### src/hw/rtl/eos_pkg.sv
// Package for the elevator order scheduler: field widths, action and direction codes,
// and the decision type passed from the action logic to the order store. No dependencies.
package eos_pkg;

    localparam int FLOORS_DEF = 4;
    localparam int BUTTONS    = 3;
    localparam int PENDING_W  = 12;
    localparam int MAP_FLOORS_MAX = PENDING_W / BUTTONS;
    localparam int FLOOR_W    = 2;
    localparam int DIR_W      = 2;
    localparam int ACTION_W   = 3;
    localparam int IN_DATA_W  = 24;
    localparam int OUT_DATA_W = 16;

    typedef logic [BUTTONS-1:0]  order_t;
    typedef logic [FLOOR_W-1:0]  floor_t;
    typedef logic [DIR_W-1:0]    dir_t;
    typedef logic [ACTION_W-1:0] action_t;

    localparam action_t ACT_NONE   = 3'd0;
    localparam action_t ACT_DOOR   = 3'd1;
    localparam action_t ACT_STOP   = 3'd2;
    localparam action_t ACT_GROUND = 3'd3;
    localparam action_t ACT_UP     = 3'd4;
    localparam action_t ACT_DOWN   = 3'd5;

    localparam dir_t DIR_DOWN = 2'd0;
    localparam dir_t DIR_STOP = 2'd1;
    localparam dir_t DIR_UP   = 2'd2;

    localparam int BTN_HALL_UP   = 0;
    localparam int BTN_HALL_DOWN = 1;
    localparam int BTN_CAB       = 2;

    typedef struct packed {
        action_t action;
        logic    clear;
        floor_t  floor;
    } decision_t;

endpackage

### src/hw/rtl/eos_orders.sv
// Pending-order store of the elevator order scheduler: latches presses, clears a served
// floor and builds the pending bitmap. Depends on eos_pkg.
module eos_orders
    import eos_pkg::*;
#(
    parameter int FLOORS = FLOORS_DEF
)
(
    input  logic                    clk,
    input  logic                    rst_n,
    input  logic                    advance,
    input  logic [PENDING_W-1:0]    buttons,
    input  decision_t               dec,
    output order_t [FLOORS-1:0]     latched,
    output logic [PENDING_W-1:0]    pending,
    output logic                    any_pending
);

    localparam int MAP_FLOORS = (FLOORS < MAP_FLOORS_MAX) ? FLOORS : MAP_FLOORS_MAX;

    order_t [FLOORS-1:0] store_reg;
    order_t [FLOORS-1:0] store_next;
    order_t [FLOORS-1:0] store_after;

    for (genvar g = 0; g < FLOORS; g++)
    begin : g_latch
        if (g < MAP_FLOORS)
        begin : g_mapped
            assign latched[g] = store_reg[g] | buttons[g*BUTTONS +: BUTTONS];
            assign pending[g*BUTTONS +: BUTTONS] = store_after[g];
        end
        else
        begin : g_unmapped
            assign latched[g] = store_reg[g];
        end
    end

    if (MAP_FLOORS < MAP_FLOORS_MAX)
    begin : g_pad
        assign pending[PENDING_W-1:MAP_FLOORS*BUTTONS] = '0;
    end

    always_comb
    begin
        for (int f = 0; f < FLOORS; f++)
        begin
            if (dec.clear && (32'(dec.floor) == f))
            begin
                store_after[f] = '0;
            end
            else
            begin
                store_after[f] = latched[f];
            end
        end
    end

    assign any_pending = |store_after;
    assign store_next  = advance ? store_after : store_reg;

    always_ff @(posedge clk or negedge rst_n)
    begin
        if (!rst_n)
        begin
            store_reg <= '0;
        end
        else
        begin
            store_reg <= store_next;
        end
    end

endmodule

### src/hw/rtl/eos_decide.sv
// Action choice of the elevator order scheduler: no action without a valid floor, stop, door
// service, return to ground or drive direction from the latched orders. Depends on eos_pkg.
module eos_decide
    import eos_pkg::*;
#(
    parameter int FLOORS = FLOORS_DEF
)
(
    input  order_t [FLOORS-1:0] orders,
    input  logic                floor_valid,
    input  floor_t              cab_floor,
    input  dir_t                direction,
    input  logic                door_open,
    output decision_t           dec
);

    order_t here;
    logic   above;
    logic   below;
    logic   found;
    logic   in_range;
    logic   stop_here;

    always_comb
    begin
        here  = '0;
        above = 1'b0;
        below = 1'b0;
        found = 1'b0;
        for (int f = 0; f < FLOORS; f++)
        begin
            if (32'(cab_floor) == f)
            begin
                here = orders[f];
            end
            if (orders[f] != '0)
            begin
                found = 1'b1;
                if (f > 32'(cab_floor))
                begin
                    above = 1'b1;
                end
                if (f < 32'(cab_floor))
                begin
                    below = 1'b1;
                end
            end
        end
    end

    assign in_range  = 32'(cab_floor) < FLOORS;
    assign stop_here = here[BTN_CAB]
                    || ((direction == DIR_UP) && here[BTN_HALL_UP])
                    || ((direction == DIR_DOWN) && here[BTN_HALL_DOWN]);

    always_comb
    begin
        dec.floor = cab_floor;
        dec.clear = 1'b0;
        priority if (!floor_valid || !in_range)
        begin
            dec.action = ACT_NONE;
        end
        else if (door_open)
        begin
            dec.action = ACT_DOOR;
        end
        else if (stop_here)
        begin
            dec.action = ACT_STOP;
            dec.clear  = 1'b1;
        end
        else if (!found)
        begin
            dec.action = ACT_GROUND;
        end
        else
        begin
            unique case (direction)
                DIR_DOWN: dec.action = below ? ACT_DOWN : ACT_UP;
                DIR_UP:   dec.action = above ? ACT_UP : ACT_DOWN;
                default:  dec.action = above ? ACT_UP : ACT_DOWN;
            endcase
        end
    end

endmodule

### src/hw/rtl/elevator_order_scheduler.sv
// Elevator order scheduler, top level: input register, order store, action logic, result register.
// An accepted input item passes the input register, then the result register, before its result item goes out.
// Throughput is one item per cycle; the only stall is a full result register not being taken.
// Reset clears the order store and both valid flags; depends on eos_pkg, eos_orders, eos_decide.
module elevator_order_scheduler
    import eos_pkg::*;
#(
    parameter int FLOORS = FLOORS_DEF
)
(
    input  logic                  clk,
    input  logic                  rst_n,
    input  logic                  s_axis_tvalid,
    output logic                  s_axis_tready,
    // buttons_pressed[11:0], floor_valid[12], current_floor[14:13], direction[16:15],
    // door_open[17], zero fill[23:18]
    input  logic [IN_DATA_W-1:0]  s_axis_tdata,
    output logic                  m_axis_tvalid,
    input  logic                  m_axis_tready,
    // action[2:0], pending_orders[14:3], any_pending[15]
    output logic [OUT_DATA_W-1:0] m_axis_tdata
);

    logic                 in_valid_reg;
    logic                 in_valid_next;
    logic [PENDING_W-1:0] buttons_reg;
    logic                 floor_valid_reg;
    floor_t               floor_reg;
    dir_t                 dir_reg;
    logic                 door_reg;

    logic                 out_valid_reg;
    logic                 out_valid_next;
    action_t              action_reg;
    logic [PENDING_W-1:0] pending_reg;
    logic                 any_reg;

    logic                 advance;
    logic                 in_take;
    order_t [FLOORS-1:0]  latched;
    logic [PENDING_W-1:0] pending;
    logic                 any_pending;
    decision_t            dec;

    assign advance       = in_valid_reg && (!out_valid_reg || m_axis_tready);
    assign s_axis_tready = !in_valid_reg || advance;
    assign in_take       = s_axis_tvalid && s_axis_tready;

    assign in_valid_next  = in_take ? 1'b1 : (advance ? 1'b0 : in_valid_reg);
    assign out_valid_next = advance ? 1'b1 : (m_axis_tready ? 1'b0 : out_valid_reg);

    always_ff @(posedge clk or negedge rst_n)
    begin
        if (!rst_n)
        begin
            in_valid_reg  <= 1'b0;
            out_valid_reg <= 1'b0;
        end
        else
        begin
            in_valid_reg  <= in_valid_next;
            out_valid_reg <= out_valid_next;
        end
    end

    always_ff @(posedge clk)
    begin
        if (in_take)
        begin
            buttons_reg     <= s_axis_tdata[11:0];
            floor_valid_reg <= s_axis_tdata[12];
            floor_reg       <= s_axis_tdata[14:13];
            dir_reg         <= s_axis_tdata[16:15];
            door_reg        <= s_axis_tdata[17];
        end
        if (advance)
        begin
            action_reg  <= dec.action;
            pending_reg <= pending;
            any_reg     <= any_pending;
        end
    end

    eos_orders #(
        .FLOORS (FLOORS)
    ) u_orders (
        .clk         (clk),
        .rst_n       (rst_n),
        .advance     (advance),
        .buttons     (buttons_reg),
        .dec         (dec),
        .latched     (latched),
        .pending     (pending),
        .any_pending (any_pending)
    );

    eos_decide #(
        .FLOORS (FLOORS)
    ) u_decide (
        .orders      (latched),
        .floor_valid (floor_valid_reg),
        .cab_floor   (floor_reg),
        .direction   (dir_reg),
        .door_open   (door_reg),
        .dec         (dec)
    );

    assign m_axis_tvalid = out_valid_reg;
    assign m_axis_tdata  = {any_reg, pending_reg, action_reg};

endmodule

### config.mk
export PLATFORM = sky130hd
export DESIGN_NAME = elevator_order_scheduler
export DESIGN_NICKNAME = d
export VERILOG_FILES = /design/src/hw/rtl/eos_pkg.sv /design/src/hw/rtl/eos_orders.sv /design/src/hw/rtl/eos_decide.sv /design/src/hw/rtl/elevator_order_scheduler.sv
export SDC_FILE = /design/constraint.sdc
export NUM_CORES = 1
export LEC_CHECK = 0
export ABC_AREA = 1
export BUFFER_PORTS_ARGS = -buffer_cell sky130_fd_sc_hd__buf_2
export CAP_MARGIN = 20
export CORE_UTILIZATION = 53
export DETAILED_ROUTE_END_ITERATION = 10
export GPL_TIMING_DRIVEN = 0
export PLACE_DENSITY = 0.83
export REMOVE_ABC_BUFFERS = 1
export SYNTH_ARGS = -nofsm -noshare
export SYNTH_HDL_FRONTEND = slang
export SYNTH_HIERARCHICAL = 1
export SYNTH_SLANG_ARGS = --single-unit
### constraint.sdc
create_clock -name clk -period 2.2 [get_ports clk]
set_input_delay 0.44 -clock clk [delete_from_list [all_inputs] [get_ports clk]]
set_output_delay 0.44 -clock clk [all_outputs]
set_load 0.05 [all_outputs]
==> out/qor_table.md <==
| Stage | Parameter | Value |
| --- | --- | --- |
| sta | Post-layout minimum cycle time | 2050 ps |
| synth | Main combinational cell family by area after synthesis | simple AND/OR/NAND/NOR gates |
| sta | Max Clock Freq | 0.487 GHz |
| cts | Num CTS Buffers | 5 |
| run status | Outcome | finished, final reports clean |
| cts | Clk Tree Root Cell | sky130_fd_sc_hd__clkbuf_8 |
| worst setup path | Setup CP Type | reg -> reg |
| worst setup path | Data required, critical path | 2250 ps |
| finish | Antenna Diode Count | 0 |
| power | Power per cell area | 817 nW/um2 |
| worst setup path | Register-to-register path setup slack | 150 ps |
| floorplanning | Area of the die | 4230 um2 |
| finish | Most used cells in the layout excluding fill and tap cells | 68 x sky130_fd_sc_hd__nand2_1, 40 x sky130_fd_sc_hd__inv_1, 39 x sky130_fd_sc_hd__buf_2 |
| job | Max-capacitance violation count | 0 |
| detailed routing | Overall routed net length | 3460 um |
| synth | Portion of netlist area occupied by mux cells | 0 |
| place | Last weighted congestion value of the routability-driven placer | 0.841 |
| place | Placed Cells | 303 |
| synth | Post-synthesis share of cell area spent on xor and xnor gates | 0 |
| synth | Area share of the leading cell type in the synthesized netlist | 0.485 |
| synth | Avg Cell Area, Syn | 9.58 um2 |
| detailed routing | First-pass iteration count of the detailed router | 4 |
| sta | Number of setup violations in the final report | 0 |
| place | Number of input and output port buffers inserted | 39 |
| sta | Tightest slew margin relative to the limit | 0.537 |
| worst setup path | Crit Path Max Fanout | 5 |
| sta | Final hold violation count | 0 |
| sta | Number of pins with negative max-slew slack in the final report | 0 |
| floorplanning | Std-Cell Rows | 22 |
| finish | Count of nets after finishing | 295 |
| floorplanning | Die height | 65.1 um |
| global route | Via count of the first global-routing pass | 1287 |
| place | Detailed placer's ending HPWL | 2520 um |
| synth | Post-synthesis adder-cell area fraction | 0 |
| synth | Cells after Synth | 220 |
| cts | Clock tree from TritonCTS | done |
| cts | H-Tree Depth | 2 |
| finish | Sequential cell area | 1370 um2 |
| place | Worst slack at placement | -22.5 ps |
| synth | Count of cell types in the netlist | 17 |
| global route | First-pass GRT wire length | 5490 um |
| cts | Clock slew at the register clock pins of the worst setup and hold paths | 80 ps |
| global route | Total routing usage reported by global routing | 0.184 |
| synth | Synth Area in Compound Gates | 0.0463 |
| synth | Share of the yosys chip area belonging to registers | 0.651 |
| synth | Cell types occupying the most area after synthesis | sky130_fd_sc_hd__edfxtp_1 48%, sky130_fd_sc_hd__dfrtp_1 17%, sky130_fd_sc_hd__nand2_1 12%, sky130_fd_sc_hd__inv_1 7.1%, sky130_fd_sc_hd__o21ai_0 3.1% |
| synth | Simple-gate portion of the synthesized area | 0.213 |
| cts | Clock Sinks | 48 |
| synth | Mapped Area | 2110 um2 |
| floorplanning | Horiz. Die Dim | 65.1 um |
| worst setup path | Arrival time reported for the critical path endpoint | 2100 ps |
| worst hold path | Classification of the worst-slack hold path | in -> async |
| finish | Fillers | 315 |
| detailed routing | Via count normalized by instance count | 4.79 |
| finish | Fraction of final layout cells with drive strength greater than 1 | 0.216 |
| sta | Post-route worst hold slack | 36.3 ps |
| finish | Area overhead of the layout relative to synthesis | 17.0% |
| power | Max VDD drop | 0.468 mV |
| cts | Clock latency on the worst-skew pair | 300 ps |
| power | Overall power | 2.01 mW |
| detailed routing | Detailed router's first-iteration violation count | 123 |
| finish | Most common cell after layout, fill and taps aside | sky130_fd_sc_hd__nand2_1 |
| sta | RSZ-0062 raised after global routing | no |
| synth | Count of yosys warnings during synthesis | 6 |
| worst setup path | Startpoint class of the critical path | flop |
| global route | Overflow after GRT | 0 |
| sta | Worst path setup slack after routing | 146 ps |
| detailed routing | Via total after detailed routing | 1513 |
| sta | Worst-margin pin slew | 693 ps |
| floorplanning | Core region area | 3740 um2 |
| sta | Part of the cycle the worst path needs | 0.934 |
| detailed routing | Total DRC errors in the routed layout | 0 |
| worst setup path | Endpoint class of the critical path | flop |
| cts | Maximum buffer depth of the clock tree | 2 |
| detailed routing | Remaining number of nets flagged by the antenna check after routing | 0 |
| power | Static Leakage | 1.18 nW |
| cts | Hold-fix buffers at CTS | 0 |
| sta | Worst Clk Skew | 4.09 ps |
| floorplanning | Starting density of the core | 0.563 |
| finish | Post-route standard cell area excluding fillers | 2460 um2 |
| global route | Number of antenna violations at the first check in global routing | 0 |
| finish | Multi-input combinational cell area | 556 um2 |
| synth | Biggest area consumer among synthesized cells | sky130_fd_sc_hd__edfxtp_1 |
| place | Cell area after placement | 2340 um2 |
| global route | Pin count of the biggest net entering global routing | 25 |
| synth | Yosys reg bits | 48 |
| floorplanning | Top-level I/O count | 46 |
| finish | Non-filler instance count after layout | 316 |
| detailed routing | Average wire per cell in the routed design | 10.9 um |
path summary, 6_finish.rpt:
| check | start | endpoint | cells after the start |
|---|---|---|---|
| worst min-delay path | rst_n | u_orders/store_reg[0]$_DFFE_PN0P_ | 1 |
| max in group asynchronous | rst_n | m_axis_tvalid$_DFFE_PN0P_ | 1 |
| worst min register to register | u_orders/store_reg[8]$_DFFE_PN0P_ | u_orders/store_reg[8]$_DFFE_PN0P_ | 2 |
| min in group clk | s_axis_tdata[13] | floor_reg[0]$_DFFE_PP_ | 1 |
| worst max register to register | floor_reg[0]$_DFFE_PP_ | any_reg$_DFFE_PP_ | 12 |
| worst max-delay path | floor_reg[0]$_DFFE_PP_ | any_reg$_DFFE_PP_ | 12 |
where the power goes:
group	switching, mW	internal, mW	total [mW]
clock	0.258	0.221	0.479
sequential	0.0403	1.09	1.13
combinational	0.292	0.114	0.406
total	0.591	1.42	2.01
synth_stat cells:
cell / number
sky130_fd_sc_hd__nor2_1: 17
sky130_fd_sc_hd__nand2_2: 1
sky130_fd_sc_hd__nand4_1: 1
sky130_fd_sc_hd__nand3_1: 11
sky130_fd_sc_hd__dfrtp_1: 14
sky130_fd_sc_hd__nand3b_1: 1
sky130_fd_sc_hd__edfxtp_1: 34
sky130_fd_sc_hd__nand3_2: 1
sky130_fd_sc_hd__a21oi_2: 2
sky130_fd_sc_hd__inv_2: 2
sky130_fd_sc_hd__nand2_1: 68
sky130_fd_sc_hd__inv_1: 40
sky130_fd_sc_hd__a21oi_1: 3
sky130_fd_sc_hd__buf_2: 2
sky130_fd_sc_hd__or2_1: 7
sky130_fd_sc_hd__buf_4: 3
sky130_fd_sc_hd__o21ai_0: 13
worst max-delay path: stages (launching register included):
cell and delay, ps:
sky130_fd_sc_hd__edfxtp_1 450, sky130_fd_sc_hd__buf_4 170, sky130_fd_sc_hd__nand3_1 80, sky130_fd_sc_hd__nand2_1 80
sky130_fd_sc_hd__nand2_1 50, sky130_fd_sc_hd__nand3_1 110, sky130_fd_sc_hd__a21oi_2 90, sky130_fd_sc_hd__nor2_2 190
sky130_fd_sc_hd__nand3_1 160, sky130_fd_sc_hd__nand2_1 170, sky130_fd_sc_hd__nand2_1 80, sky130_fd_sc_hd__nor2_1 100
sky130_fd_sc_hd__nand3_1 70
per-layer routing:
| metal | GRT usage | part of all wire | up-vias |
|---|---|---|---|
| met3 | 0.0651 | 0.066 | 7 |
| met4 | 0.0978 | 0.025 | 0 |
| met5 | 0 | 0 | - |
| met2 | 0.283 | 0.47 | 52 |
| li1 | - | - | 781 |
| met1 | 0.227 | 0.44 | 673 |
cell families after synthesis:
group / after synthesis
AOI/OAI and AO/OA: 18
DFF: 48
and+or+nand+nor: 107
buffers and inverters: 47
layout make-up:
cell class	count	area share
flip-flops and latches	48	0.556
multi-input cells	125	0.225
repair buffers	45	0.0975
inverters	42	0.0640
clock buffers	7	0.0310
well taps	48	0.0244
clock inverters	1	0.00152
stage by stage:
step / utilization / TNS [ps]
floorplan: - / -2340
global placement: 0.622 / -5870
finish: 0.658 / 0
global route: 0.658 / 0
detailed placement: 0.624 / -22.5
CTS: 0.654 / 0
repair_timing:
item,CTS,global route
buffers inserted,4,1
setup endpoints to repair,1,1
pin swaps,0,0
gates resized for setup,0,3
gates cloned,0,0
No activity file was read; power rests on OpenSTA's default activity.
